`config.mk`:
```
export PLATFORM = sky130hd
export DESIGN_NAME = watchdog_timeout_divider_select
export DESIGN_NICKNAME = d
export VERILOG_FILES = /design/src/hw/rtl/wdtds_pkg.sv /design/src/hw/rtl/wdtds_select.sv /design/src/hw/rtl/wdtds_ms_calc.sv /design/src/hw/rtl/watchdog_timeout_divider_select.sv
export SDC_FILE = /design/constraint.sdc
export NUM_CORES = 1
export LEC_CHECK = 0
export BUFFER_PORTS_ARGS = -buffer_cell sky130_fd_sc_hd__buf_4
export CAP_MARGIN = 15
export CORE_UTILIZATION = 45
export DETAILED_ROUTE_END_ITERATION = 16
export HOLD_SLACK_MARGIN = 0.06
export RECOVER_POWER = 25
export SYNTH_ARGS = -nofsm -noshare
export SYNTH_HDL_FRONTEND = slang
export SYNTH_SLANG_ARGS = --single-unit
```
`constraint.sdc`:
```
create_clock -name clk -period 18.8 [get_ports clk]
set_input_delay 0.94 -clock clk [delete_from_list [all_inputs] [get_ports clk]]
set_output_delay 0.94 -clock clk [all_outputs]
set_load 0.005 [all_outputs]
```
`src/hw/rtl/wdtds_pkg.sv`:
```
// ----------------------------------------------------------------------------
// wdtds_pkg
// shared widths, constants and the selection result type for the watchdog
// timeout divider selection block
// ----------------------------------------------------------------------------
package wdtds_pkg;

	localparam int unsigned MS_W     = 16;
	localparam int unsigned CODE_W   = 3;
	localparam int unsigned RELOAD_W = 12;
	localparam int unsigned ACT_W    = 15;

	// tick count of a 40 kHz clock over 65535 ms fits in 22 bits
	localparam int unsigned TICK_W   = 22;
	// count per divider step, one bit above the reload field for the saturated 4096
	localparam int unsigned COUNT_W  = RELOAD_W + 1;

	localparam int unsigned NUM_DIV  = 7;
	localparam int unsigned DIV_SHIFT_MIN = 2;

	localparam logic [CODE_W-1:0]  CODE_MAX    = CODE_W'(NUM_DIV - 1);
	localparam logic [COUNT_W-1:0] RELOAD_MAX  = COUNT_W'(13'h0FFF);
	localparam logic [COUNT_W-1:0] RELOAD_SPAN = COUNT_W'(13'h1000);

	// scaled ticks: count << (code + 2), up to 2^20
	localparam int unsigned SCALED_W = COUNT_W + DIV_SHIFT_MIN + NUM_DIV - 1;
	// floor(y / 5) as (y * RECIP5) >> RECIP5_SH, exact for y below 2^18
	localparam int unsigned QUOT_IN_W = SCALED_W - 3;
	localparam int unsigned RECIP5_W  = 18;
	localparam logic [RECIP5_W-1:0] RECIP5 = RECIP5_W'(209716);
	localparam int unsigned RECIP5_SH = 20;

	typedef struct packed {
		logic [CODE_W-1:0]  code;
		logic [COUNT_W-1:0] count;
	} wdtds_sel_t;

endpackage

```
`src/hw/rtl/wdtds_select.sv`:
```
// ----------------------------------------------------------------------------
// wdtds_select
// converts ms to 40 kHz ticks and picks the smallest divider whose rounded-up
// step count fits the reload register
// ----------------------------------------------------------------------------
module wdtds_select
	import wdtds_pkg::*;
(
	input  logic [MS_W-1:0] req_ms,
	output wdtds_sel_t      sel
);

	logic [TICK_W-1:0]  ticks;
	logic [TICK_W:0]    rounded [NUM_DIV];
	logic [COUNT_W-1:0] cnt     [NUM_DIV];
	logic [NUM_DIV-1:0] fits;

	// ms * 40 as (ms << 5) + (ms << 3)
	assign ticks = (TICK_W'(req_ms) << 5) + (TICK_W'(req_ms) << 3);

	always_comb begin
		for (int c = 0; c < NUM_DIV; c++) begin
			rounded[c] = {1'b0, ticks} + ((TICK_W+1)'(1) << (c + DIV_SHIFT_MIN))
				- (TICK_W+1)'(1);
			rounded[c] = rounded[c] >> (c + DIV_SHIFT_MIN);
			// fit test on the full quotient before truncation
			fits[c] = (rounded[c] <= (TICK_W+1)'(RELOAD_MAX));
			cnt[c]  = rounded[c][COUNT_W-1:0];
			// zero request raised to one step
			if (rounded[c] == '0) begin
				cnt[c] = COUNT_W'(1);
			end
		end
	end

	// smallest fitting divider wins, otherwise saturate
	always_comb begin
		sel.code  = CODE_MAX;
		sel.count = RELOAD_SPAN;
		for (int c = NUM_DIV - 1; c >= 0; c--) begin
			if (fits[c]) begin
				sel.code  = CODE_W'(c);
				sel.count = cnt[c];
			end
		end
	end

endmodule

```
`src/hw/rtl/wdtds_ms_calc.sv`:
```
// ----------------------------------------------------------------------------
// wdtds_ms_calc
// achieved timeout in whole ms: floor(count * divider / 40)
// ----------------------------------------------------------------------------
module wdtds_ms_calc
	import wdtds_pkg::*;
(
	input  wdtds_sel_t       sel,
	output logic [ACT_W-1:0] actual_ms
);

	logic [CODE_W:0]               shamt;
	logic [SCALED_W-1:0]           scaled;
	logic [QUOT_IN_W-1:0]          eighth;
	logic [QUOT_IN_W+RECIP5_W-1:0] prod;

	// shift of up to 8 needs one bit above the code
	assign shamt  = {1'b0, sel.code} + (CODE_W+1)'(DIV_SHIFT_MIN);
	// count * divider, divider = 4 << code
	assign scaled = SCALED_W'(sel.count) << shamt;
	// divide by 40 as divide by 8 then by 5
	assign eighth = scaled[SCALED_W-1:3];
	assign prod   = (QUOT_IN_W+RECIP5_W)'(eighth) * (QUOT_IN_W+RECIP5_W)'(RECIP5);
	assign actual_ms = prod[RECIP5_SH +: ACT_W];

endmodule

```
`src/hw/rtl/watchdog_timeout_divider_select.sv`:
```
// ----------------------------------------------------------------------------
// watchdog_timeout_divider_select
// maps a requested watchdog timeout in ms to a prescaler divider code, a
// reload value and the achieved timeout for a 40 kHz watchdog clock
// ----------------------------------------------------------------------------
//
//  channel  | handshake           | beat fields
//  ---------+---------------------+------------------------------------------
//  request  | in_valid / in_ready | req_ms
//  result   | out_valid/out_ready | divider_code, reload_word, actual_ms
//
//  one beat in, one beat out; an accepted request is held in the input register,
//  then loaded into the result register and presented on the result port, and a
//  new request can be taken every cycle while the result is not stalled
//  the rate is set by the single pass between the input register and the
//  result register (divider compare and one constant multiply)
//  arst_n clears both valid flags; payload registers are not reset
//  a stalled result holds and the input register still takes a request when
//  the result is drained in the same cycle
//
module watchdog_timeout_divider_select
	import wdtds_pkg::*;
(
	input  logic                clk,
	input  logic                arst_n,

	input  logic                in_valid,
	output logic                in_ready,
	input  logic [MS_W-1:0]     req_ms,

	output logic                out_valid,
	input  logic                out_ready,
	output logic [CODE_W-1:0]   divider_code,
	output logic [RELOAD_W-1:0] reload_word,
	output logic [ACT_W-1:0]    actual_ms
);

	// input register
	logic              valid_s1;
	logic [MS_W-1:0]   req_ms_s1;

	// result register
	logic                out_valid_q;
	logic [CODE_W-1:0]   divider_code_q;
	logic [RELOAD_W-1:0] reload_word_q;
	logic [ACT_W-1:0]    actual_ms_q;

	wdtds_sel_t        sel;
	logic [ACT_W-1:0]  act_ms;
	logic              res_load;

	// result slot is free when empty or drained this cycle
	assign res_load = !out_valid_q || out_ready;
	assign in_ready = !valid_s1 || res_load;

	wdtds_select u_select (
		.req_ms (req_ms_s1),
		.sel    (sel)
	);

	wdtds_ms_calc u_ms_calc (
		.sel       (sel),
		.actual_ms (act_ms)
	);

	// input stage
	always_ff @(posedge clk or negedge arst_n) begin
		if (!arst_n) begin
			valid_s1 <= 1'b0;
		end else if (in_ready) begin
			valid_s1 <= in_valid;
		end
	end

	always_ff @(posedge clk) begin
		if (in_ready && in_valid) begin
			req_ms_s1 <= req_ms;
		end
	end

	// result stage
	always_ff @(posedge clk or negedge arst_n) begin
		if (!arst_n) begin
			out_valid_q <= 1'b0;
		end else if (res_load) begin
			out_valid_q <= valid_s1;
		end
	end

	always_ff @(posedge clk) begin
		if (res_load && valid_s1) begin
			divider_code_q <= sel.code;
			// count minus one, so the saturated count 4096 gives 4095
			reload_word_q  <= RELOAD_W'(sel.count - COUNT_W'(1));
			actual_ms_q    <= act_ms;
		end
	end

	assign out_valid    = out_valid_q;
	assign divider_code = divider_code_q;
	assign reload_word  = reload_word_q;
	assign actual_ms    = actual_ms_q;

endmodule

```
# Word level (Yosys, flattened, before mapping)
# Cells that the tools add are included.
[word_totals]
reg_bits = 48
inputBits = 20
output_inout_bits = 32
[classes]
add_sub_neg = 17
multipliers = 1
magnitude_cmp = 7
n_shift = 1
n_mux = 14
reduce_logical = 13
[ops]
columns = ["op", "count"]
rows = [
  ["$logic_not 23->1", 7],
  ["$sub 23x1->23 const B", 7],
  ["$mux 13", 8],
  ["$mux 16", 6],
  ["$mul 18x16->33 const B", 1],
  ["$add 22x3->23 const B", 1],
  ["$add 22x4->23 const B", 1],
  ["$add 22x5->23 const B", 1],
  ["$add 22x6->23 const B", 1],
  ["$add 22x7->23 const B", 1],
  ["$add 22x8->23 const B", 1],
  ["$add 22x9->23 const B", 1],
  ["$add 21x19->22", 1],
  ["$le 21x12->1 const B", 1],
  ["$shl 13x4->21", 1],
  ["$le 20x12->1 const B", 1],
  ["$le 19x12->1 const B", 1],
  ["$le 18x12->1 const B", 1],
  ["$le 17x12->1 const B", 1],
  ["$le 16x12->1 const B", 1],
  ["$le 15x12->1 const B", 1],
  ["$sub 12x1->12 const B", 1],
  ["$add 3x2->4 const B", 1],
  ["$logic_and 1x1->1", 2],
  ["2 further kinds", 4],
]

# Longest topological paths before layout
# Gate-level depths: netlist (run 1).
[depth]
word_depth = 15
ltp_mapped = 50
depth_no_buf = 46

# Modules after synthesis
# Synthesis (run 1) repeated with hierarchy kept, for this count alone.
[hier_totals]
hier_cells = 1287
area_unflattened_um2 = 11059.4
[by_module_without_submodules]
columns = ["mod", "n_inst", "cells_each", "area_each_um2", "seq_area_each_um2"]
rows = [
  ["wdtds_ms_calc", 1, 688, 6000.8, 0.0],
  ["wdtds_select", 1, 517, 3367.0, 0.0],
  ["watchdog_timeout_divider_select", 1, 82, 1691.6, 1431.4],
]

# Least setup slack after synthesis (run 1)
# No wires, ideal clock.
[synth_path]
path_type = "register to register"
from = "register req_ms_s1[1]"
to = "register actual_ms_q[14] (netlist: actual_ms[14]) (data pin)"
setup_time_ns = 0.157
arrival_ns = 10.909
required_time_ns = 18.643
setup_slack_ns = 7.734
stages_incl_launch_ff = 50
period_less_slack_ns = 11.066
path_cell_list = "edfxtp_1 -> clkbuf_1 -> inv_1 -> fa_1 -> buf_2 -> nand2b_1 -> or2_2 -> nor4_1 -> nand3_1 -> or3_1 -> clkbuf_1 -> o31a_1 -> o2111ai_1 -> nor2_1 -> o31ai_4 -> inv_2 -> clkbuf_1 -> ha_1 -> [... 14 more ...] -> fa_1 -> inv_1 -> ha_1 -> a21o_1 -> a21oi_1 -> nor2_1 -> nor2_1 -> o21ai_0 -> nand2_1 -> nand2_1 -> a21oi_1 -> inv_1 -> a21oi_1 -> o211ai_2 -> a41o_1 -> a221o_1 -> and4_1 -> nor3_1"
[synth_lines]
columns = ["item", "line_no", "rtl"]
rows = [
  ["start: declaration", "watchdog_timeout_divider_select.sv:40", "logic [MS_W-1:0] req_ms_s1;"],
  ["start signal: assignment", "watchdog_timeout_divider_select.sv:77", "req_ms_s1 <= req_ms;"],
  ["end signal: assignment", "watchdog_timeout_divider_select.sv:95", "actual_ms_q <= act_ms;"],
  ["end: declaration", "watchdog_timeout_divider_select.sv:46", "logic [ACT_W-1:0] actual_ms_q;"],
]

# Final worst setup path (run 1)
[layout_path]
from = "register req_ms_s1[0]"
to = "register actual_ms_q[14] (netlist: actual_ms[14]) (data pin)"
[layout_between]
elab_chain_cells = 14
[layout_lines]
columns = ["item", "line_no", "rtl"]
rows = [
  ["$add 21x19->22 (*)", "wdtds_select.sv:19", "assign ticks = (TICK_W'(req_ms) << 5) + (TICK_W'(req_ms) << 3);"],
  ["branches (longest 10 deep; another with $add 22x8->23)", "-", ""],
  ["$mux 16 (*)", "wdtds_select.sv:41", "if (fits[c]) begin"],
  ["$shl 13x4->21 (*)", "wdtds_ms_calc.sv:20", "assign scaled = SCALED_W'(sel.count) << shamt;"],
  ["$mul 18x16->33 (*)", "wdtds_ms_calc.sv:23", "assign prod = (QUOT_IN_W+RECIP5_W)'(eighth) * (QUOT_IN_W+RECIP5_W)'(RECIP5);"],
  ["via act_ms[14]", "watchdog_timeout_divider_select.sv:49", "logic [ACT_W-1:0] act_ms;"],
]
# Mark *: on every way through the listed nets, which the timed path passes.
# A chain may end at the register's enable or synchronous reset.

==> summary.md, run 1 <==
| Metric | Value |
|---|---|
| Cell Rows | `56` |
| Top cell type's share of synthesized area | `between 10% and 20%` |
| Routed WL | `slightly above 30 mm` |
| # setup viols final | `0` |
| HPWL after DPL | `around 25 mm` |
| Largest net degree at the start of global routing | `42` |
| Reg clk slew, reported paths | `0.07 ns` |
| Post-route DRC | `0` |
| Ys flop type | `edfxtp_1` |
| Via count | `around 9.4k` |
| WL/cell | `between 15 and 20 um` |
| Pins Over Slew Limit | `31` |
| Area grow syn2layout | `7.81%` |
| Hold_ws | `0.410 ns` |
| Mapped cell area | `~11000 um2` |
| Largest stage delay, worst path | `around 0.68 ns` |
| Most common cell in the netlist | `inv_1` |
| Die Footprint | `roughly 25000 um2` |
| Clk buf depth | `2` |
| Synth Area in XOR/XNOR | `roughly 8.3%` |
| Yosys reg bits | `48` |
| Post-CTS Hold Buffers | `0` |
| Initial drt markers | `887` |
| Top post-synthesis cells by count | `182 x inv_1, 152 x ha_1, 97 x nor2_1` |
| DP Worst Slack | `5.69 ns` |
| Critical Path Sink Type | `flop` |
| Critical path type | `reg -> reg` |
| Initial DRT Pass Iterations | `6` |
| Seq/Total Area, Yosys | `13.1%` |
| Post-CTS Resized | `0` |
| Post-Synth Adder-Cell Area | `33.8%` |
| Detail Route Antenna Nets | `0` |
| Worst min path class | `in -> async` |
| Die W | `158 um` |
| Worst setup margin | `about 5.5 ns` |
| RSZ-0062 raised after global routing | `no` |
| Share of cells above drive strength 1 | `under 10%` |
| Worst Tran Pin Value | `1.79 ns` |
| Vias in the first global route | `just over 9k` |
| Complex-gate fraction of the synthesized area | `16.2%` |
| Nets | `approximately 1.6k` |
| H-tree depth | `2` |
| Gpl congestion | `between 0.9 and 1` |
| Postcts setup bufs | `0` |
| First-pass GRT wire length | `a little under 50 mm` |
| Root buf cell | `clkbuf_16` |
| Number of clock sinks | `48` |
| Setup_tns | `0 ns` |
| I/O pin cnt | `52` |
| Number of synthesized flops with an enable pin | `46` |
| Initial core utilization | `46.1%` |
| Min Tclk post-route | `between 10 and 15 ns` |
| Drt via density | `5.80` |
| Critical path arrival | `13.36 ns` |
| Worst rel slew slack | `-19.1%` |
| Initial antenna violation count | `2` |
| Clock insertion delay at the later pin of the skew report | `around 0.30 ns` |
| Syn Area/Cell | `8.48 um2` |
| Synth area leader | `ha_1` |
| Ys Warns | `0` |
| Critical Path RT | `18.85 ns` |
| Gr ovfl total | `0` |
| CTS tree | `done` |
| Main combinational cell family by area after synthesis | `adder cells` |
| All-Layer GR Usage | `between 20 and 30%` |
| Status | `finished with violations` |
| Failing checks | `max-capacitance violations, max-slew violations` |
| Placeable Area | `between 20000 and 25000 um2` |
| Gate Count Post-Synth | `approximately 1.3k` |
| Slowest CP cell | `o21a_1` |
| Startpoint class of the critical path | `flop` |
| Top achievable clock speed | `about 75 MHz` |
| Post-synth ARST share | `~4.2%` |
| Mux contribution to synthesized area | `approximately 2.4%` |
| Fin Clk Skew | `around 0.008 ns` |
| Port buffer count | `roughly 50` |
| Area contributors post-synth | `ha_1 17%, fa_1 16%, edfxtp_1 13%, inv_1 6.3%, xnor2_1 5.9%` |
| Net Count, Synth | `1545` |
| Fin crit share | `between 70% and 80%` |
| Cell variety after synth | `between 80 and 90` |
| Post-Synth Simple-Gate Area | `about 18%` |
| CP max FO | `19` |
| MaxCap Viol Count | `1` |
| Final hold viol count | `0` |
| DIE HEIGHT | `about 160 um` |
| TritonCTS buffer count | `5` |
logic make-up (layout without fill, tap and decap cells):
group,after synthesis,in the layout
AOI/OAI and AO/OA,248,248
DFF,48,48
other,0,1
muxes,25,25
xor gates and xnor gates,102,102
buffers and inverters,240,259
adders and majority gates,241,241
and+or+nand+nor,380,380
registers in the layout, indices dropped and copies added (netlist names):
register / flops
actual_ms: 15
out_valid: 1
req_ms_s1: 16
valid_s1: 1
reload_word: 12
divider_code: 3
per-layer routing:
metal / track usage [%] / part of all wire [%] / up-vias
met5: 0 / 0.042 / -
met4: 5.64 / 2.2 / 2
met3: 3.83 / 7.0 / 55
met2: 40.6 / 44 / 360
met1: 37.3 / 46 / 4487
li1: - / - / 4510
stage by stage:
stage	std cells	cell area, um2	util, %
2_1_floorplan	1284	10900	-
3_3_place_gp	1614	11600	49.0
3_5_place_dp	1614	11600	49.0
4_1_cts	1622	11800	49.8
5_1_grt	1622	11700	49.7
6_report	1623	11700	49.7
area by class of cell:
cell class	instances	area [um2]
Antenna cell	1	2.50
Clock inverter	3	68.8
Fill cell	2279	11900
Tap cell	319	399
Multi-Input combinational cell	996	8540
Sequential cell	48	1430
Inverter	184	691
Clock buffer	5	125
Timing Repair Buffer	67	488
cell usage in the layout (no fill, tap or decap), types with 6 or more instances in the layout:
master / count
inv_1: 182
ha_1: 152
nor2_1: 97
fa_1: 89
nand2_1: 76
xnor2_1: 73
buf_4: 48
a21oi_1: 47
o21ai_0: 46
edfxtp_1: 46
nor3_1: 42
nand3_1: 35
xor2_1: 27
and2_1: 23
a21o_1: 20
clkbuf_4: 15
mux2i_1: 14
nand4_1: 13
nand2b_1: 12
nor2b_1: 12
or3_1: 11
nor4_1: 11
and3_1: 10
o21a_1: 10
mux2_2: 10
o31ai_1: 9
a31oi_1: 8
a311oi_1: 8
a221oi_1: 7
or2_2: 7
o211ai_1: 7
o22ai_1: 7
a22o_1: 6
nor3b_1: 6
o2111ai_1: 6
worst max-delay path, delay by kind of cell, from the launching register on:
family	cells	cell delay [ns]
AO/OA/AOI/OAI	13	3.83
adder cells (fa/ha/maj)	10	4.50
buffers and inverters	6	0.99
flip-flops	1	0.60
multiplexers	1	0.41
AND/OR/NAND/NOR	12	2.70
path summary, 6_finish.rpt:
path | endpoint | slack (ns) | cells past startpoint | startpoint
setup / recovery | actual_ms[14] | 5.49 | 42 | req_ms_s1[0]
hold / removal | valid_s1 | 0.41 | 1 | arst_n
setup reg to reg | actual_ms[14] | 5.49 | 42 | req_ms_s1[0]
hold reg to reg | out_valid | 0.49 | 1 | valid_s1
max in group asynchronous | out_valid | 18.26 | 1 | arst_n
min in group clk | out_valid | 0.49 | 1 | valid_s1
Power of run 1 is not shown: default switching activity piles up to over one toggle a cycle in this logic, so the estimate is an artifact.
==> inputs of run 2 (changes only) <==
Settings changed: ABC_AREA set to 1.
Clock period 18.8 ns to 13.5 ns, I/O delays scaled along.
==> summary.md, run 2 <==
| Metric | Value |
|---|---|
| Status | `complete, no violations` |
| Fin crit share | `a little over 80%` |
| Port buffer count | `51` |
| Post-CTS Hold Buffers | `0` |
| I/O pin cnt | `between 50 and 60` |
| Yosys reg bits | `48` |
| Routed WL | `about 35 mm` |
| Top post-synthesis cells by count | `425 x nand2_1, 315 x inv_1, 152 x ha_1` |
| Cell Rows | `59` |
| Nets | `1993` |
| Worst min path class | `in -> async` |
| Reg clk slew, reported paths | `roughly 0.070 ns` |
| TritonCTS buffer count | `5` |
| Critical path arrival | `between 10 and 15 ns` |
| Gr ovfl total | `0` |
| Clock insertion delay at the later pin of the skew report | `slightly above 0.3 ns` |
| Placeable Area | `25900 um2` |
| Postcts setup bufs | `0` |
| Critical Path Sink Type | `flop` |
| CP most frequent cell | `nand2_1` |
| Initial DRT Pass Iterations | `5` |
| Post-CTS Resized | `0` |
| Syn Area/Cell | `between 7 and 8 um2` |
| Top cell type's share of synthesized area | `between 15 and 20%` |
| Root buf cell | `clkbuf_16` |
| H-tree depth | `2` |
| Initial drt markers | `925` |
| CTS tree | `done` |
| Largest stage delay, worst path | `between 0.8 and 0.9 ns` |
| RSZ-0062 raised after global routing | `no` |
| Most common cell in the netlist | `nand2_1` |
| DIE HEIGHT | `roughly 160 um` |
| Antenna cell count | `0` |
| Most used cells in the layout excluding fill and tap cells | `425 x nand2_1, 315 x inv_1, 152 x ha_1` |
| Ys Warns | `0` |
| Max reg flops | `16` |
| Post-synth ARST share | `between 4 and 5%` |
| Die W | `approximately 160 um` |
| Ys flop type | `edfxtp_1` |
| Initial core utilization | `a little under half` |
| CP max FO | `16` |
| WL/cell | `16.8 um` |
| Number of clock sinks | `48` |
| Area contributors post-synth | `ha_1 16%, fa_1 15%, nand2_1 13%, edfxtp_1 12%, inv_1 10%` |
| Slowest CP cell | `xor2_1` |
| Vias in the first global route | `between 10k and 15k` |
| Detail Route Antenna Nets | `0` |
| Initial antenna violation count | `0` |
| Hold_ws | `~0.15 ns` |
| Share of cells above drive strength 1 | `a little under a tenth` |
| Final hold viol count | `0` |
| Gpl congestion | `~0.97` |
| Largest net degree at the start of global routing | `31` |
| Via count | `between 10k and 15k` |
| Top achievable clock speed | `approximately 90 MHz` |
| Number of synthesized flops with an enable pin | `46` |
| Min Tclk post-route | `11.07 ns` |
| Critical Path RT | `roughly 14 ns` |
| Die Footprint | `27000 um2` |
| Clk buf depth | `2` |
| First-pass GRT wire length | `between 50 and 60 mm` |
| Gate Count Post-Synth | `about 1.7k` |
| All-Layer GR Usage | `26.9%` |
| MaxCap Viol Count | `0` |
| Synth area leader | `ha_1` |
| Drt via density | `roughly 5.3` |
| # setup viols final | `0` |
| Cell variety after synth | `58` |
| Worst rel slew slack | `29.0%` |
| Worst Tran Pin Value | `~1.1 ns` |
| Reg with most FFs | `req_ms_s1` |
| Mapped cell area | `between 10000 and 15000 um2` |
| Fin Clk Skew | `a little under 0.009 ns` |
| Setup_tns | `0 ns` |
| Net Count, Synth | `between 1.5k and 2k` |
| Post-route DRC | `0` |
| Critical path type | `reg -> reg` |
| Seq/Total Area, Yosys | `12.1%` |
| HPWL after DPL | `about 30 mm` |
| Area grow syn2layout | `7.57%` |
| Startpoint class of the critical path | `flop` |
| Most common cell after layout, fill and taps aside | `nand2_1` |
| Pins Over Slew Limit | `0` |
run 2: cell count changes after synthesis, sizes merged, moves of 26 or more:
cell	before	now
inv	183	331
xnor2	75	4
nor3	44	18
xor2	27	67
nor2	98	148
nand3	35	136
nand2	78	466
clkbuf	42	6
run 2: through the flow:
stage	util [%]	instance area, um2	worst slack, ns	cells
after floorplan	-	11800	4.72	1689
after global placement	48.5	12600	2.62	2060
after detailed placement	48.5	12600	2.55	2060
after CTS	49.2	12800	2.56	2068
after global routing	49.2	12700	1.68	2068
final	49.2	12700	2.43	2068
run 2: layout make-up:
class	instances	area, um2
fill	2678	13200
multi-input combinational	1290	9060
sequential	48	1430
inverter	335	1260
tap	335	419
timing repair buffer	52	372
clock buffer	5	125
clock inverter	3	68.8
run 2: final timing paths:
| check | startpoint | endpoint | slack (ns) | cells after the start |
|---|---|---|---|---|
| max | req_ms_s1[0] | actual_ms[11] | 2.43 | 39 |
| min | arst_n | out_valid | 0.15 | 1 |
| max reg2reg | req_ms_s1[0] | actual_ms[11] | 2.43 | 39 |
| min reg2reg | valid_s1 | out_valid | 0.53 | 2 |
| max in group asynchronous | arst_n | valid_s1 | 13.22 | 1 |
| min in group clk | valid_s1 | out_valid | 0.53 | 2 |
run 2: kinds of logic (layout without fill, tap and decap cells):
kind of cell	count (synthesis)	after routing	share of synthesized area (%)
adder cells (fa/ha/maj)	241	241	31.1
XOR/XNOR	71	71	5.25
flip-flops	48	48	12.1
AO/OA/AOI/OAI	158	158	8.00
AND/OR/NAND/NOR	820	820	32.1
buffers and inverters	351	395	11.5
run 2: metal layers:
layer | vias up | GRT usage [%] | wire [um]
met5 | - | 0 | 0
met4 | 0 | 5.77 | 603
met3 | 43 | 5.08 | 2310
met2 | 360 | 40.5 | 14900
met1 | 5089 | 39.4 | 16900
li1 | 5458 | - | -
run 2: worst max-delay path: cells and delay by family, from the launching register on:
kind	cells	cell delay (ns)
adders and majority gates	10	4.59
and+or+nand+nor	20	3.03
AOI/OAI and AO/OA	2	1.13
xor gates and xnor gates	1	0.84
buffers and inverters	6	0.80
DFF	1	0.45
Power of run 2 is left out for the same reason.
==> inputs of run 3 (changes only) <==
Clock period 13.5 ns to 10.8 ns, I/O delays scaled along.
==> summary.md, run 3 (same netlist as run 2, synthesis figures left out) <==
| Metric | Value |
|---|---|
| Clk buf depth | `2` |
| Placeable Area | `approximately 26000 um2` |
| All-Layer GR Usage | `between 20% and 30%` |
| Number of clock sinks | `48` |
| Hold Crit Start | `req_ms[15]` |
| Nets | `between 2k and 2.5k` |
| Pins Over Slew Limit | `0` |
| Most used cells in the layout excluding fill and tap cells | `425 x nand2_1, 314 x inv_1, 151 x ha_1` |
| Min Tclk post-route | `just over 10 ns` |
| Detail Route Antenna Nets | `0` |
| Critical Path Sink Type | `flop` |
| Hold depth | `1` |
| WP buf/inv | `7` |
| H-tree depth | `2` |
| Met2 wire length | `between 15 and 20 mm` |
| Initial DRT Pass Iterations | `5` |
| Share of cells above drive strength 1 | `between 10% and 20%` |
| Critical path arrival | `a little over 10 ns` |
| CP most frequent cell | `nand2_1` |
| RSZ-0062 raised after global routing | `no` |
| Reg with most FFs | `req_ms_s1` |
| I/O pin cnt | `between 50 and 60` |
| Top cell family by delay on the critical path | `adder cells` |
| Stages on the worst setup path | `48` |
| # setup viols final | `0` |
| Worst Reg2Reg Path Length in Cells | `48` |
| Critical Path RT | `roughly 11 ns` |
| MaxCap Viol Count | `0` |
| Reg clk slew, reported paths | `0.07 ns` |
| Highest Signal Layer | `met4` |
| DIE HEIGHT | `roughly 160 um` |
| Die W | `about 160 um` |
| Drt via density | `between 5 and 6` |
| Largest net degree at the start of global routing | `31` |
| Post-route DRC | `0` |
| Area grow syn2layout | `9.04%` |
| Top achievable clock speed | `approximately 99 MHz` |
| Fillers | `2639` |
| Met1 Wirelength | `about 17 mm` |
| Worst min path class | `in -> reg` |
| Slowest CP cell | `fa_1` |
| Worst Tran Pin Value | `about 1.0 ns` |
| Setup_tns | `0 ns` |
| Initial core utilization | `a little under half` |
| Max reg flops | `16` |
| Initial antenna violation count | `0` |
| Initial drt markers | `around 840` |
| Vias in the first global route | `10.4k` |
| Status | `complete, no violations` |
| Startpoint class of the critical path | `flop` |
| Gpl congestion | `~0.96` |
| HPWL after DPL | `about 31 mm` |
| Die Footprint | `around 27000 um2` |
| Routed WL | `36.0 mm` |
| Most common cell after layout, fill and taps aside | `nand2_1` |
| Root buf cell | `clkbuf_16` |
| Worst rel slew slack | `about 30%` |
| CP startpoint | `req_ms_s1[0]` |
| Largest stage delay, worst path | `0.52 ns` |
| First-pass GRT wire length | `approximately 57 mm` |
| WL/cell | `between 15 and 20 um` |
| Via count | `approximately 11k` |
| Reg2Reg Launch Point | `req_ms_s1[0]` |
| WL met3 | `about 2.8 mm` |
| Clock insertion delay at the later pin of the skew report | `0.30 ns` |
| TritonCTS buffer count | `5` |
| Fin crit share | `93.8%` |
| Fin Clk Skew | `0.00945 ns` |
| Gr ovfl total | `0` |
| CTS tree | `done` |
| Critical path type | `reg -> reg` |
| Antenna cell count | `0` |
| Cell Rows | `just under 60` |
| Port buffer count | `51` |
| CP max FO | `7` |
| Final hold viol count | `0` |
-- run 3: repair_timing --
item / 4_1_cts / 5_1_grt
endpoints found under the setup margin: 0 / 14
resized for setup: 0 / 13
setup buffers: 0 / 9
hold buffers: 1 / 0
endpoints found under the hold margin: 2 / 0
-- run 3: through the flow --
step                hold slack (ns)  setup WS, ns  cells  util (%)  area [um2]
floorplan                     0.244          2.02   1689         -       11800
global placement              0.325         0.256   2072      48.8       12700
detailed placement            0.327        0.0421   2072      48.8       12700
CTS                           0.402        0.0106   2080      49.5       12800
global route                  0.425       0.00881   2089      49.8       12900
finish                        0.435         0.673   2089      49.8       12900
-- run 3: final timing paths --
path                                       to  slack [ns]
worst min-delay path            req_ms_s1[15]        0.44
min in group asynchronous            valid_s1        0.55
worst min register to register      out_valid        0.53
worst max-delay path            actual_ms[11]        0.67
max in group asynchronous           out_valid       10.11
worst max register to register  actual_ms[11]        0.67
-- run 3: area by class of cell --
class	count	area, um2	share of cell area, %
multi-input combinational	1290	9110	70.5
sequential	48	1430	11.1
inverter	335	1270	9.80
timing repair buffer	74	543	4.20
tap	335	419	3.25
clock buffer	6	139	1.08
clock inverter	1	8.76	0.0678
-- run 3: worst reg2reg max path: cells and delay by family, from the launching register on --
kind	cells	cell delay (ns)
compound gates	4	0.76
fa+ha+maj	9	3.87
buf+inv	7	0.92
flops	1	0.47
simple gates	28	3.84
-- run 3: routing by layer --
layer	up-vias	GRT usage, %
met2	377	40.9
met1	5308	41.3
met4	0	5.13
li1	5503	-
met3	35	4.87
met5	-	0
Power of run 3 is left out for the same reason.
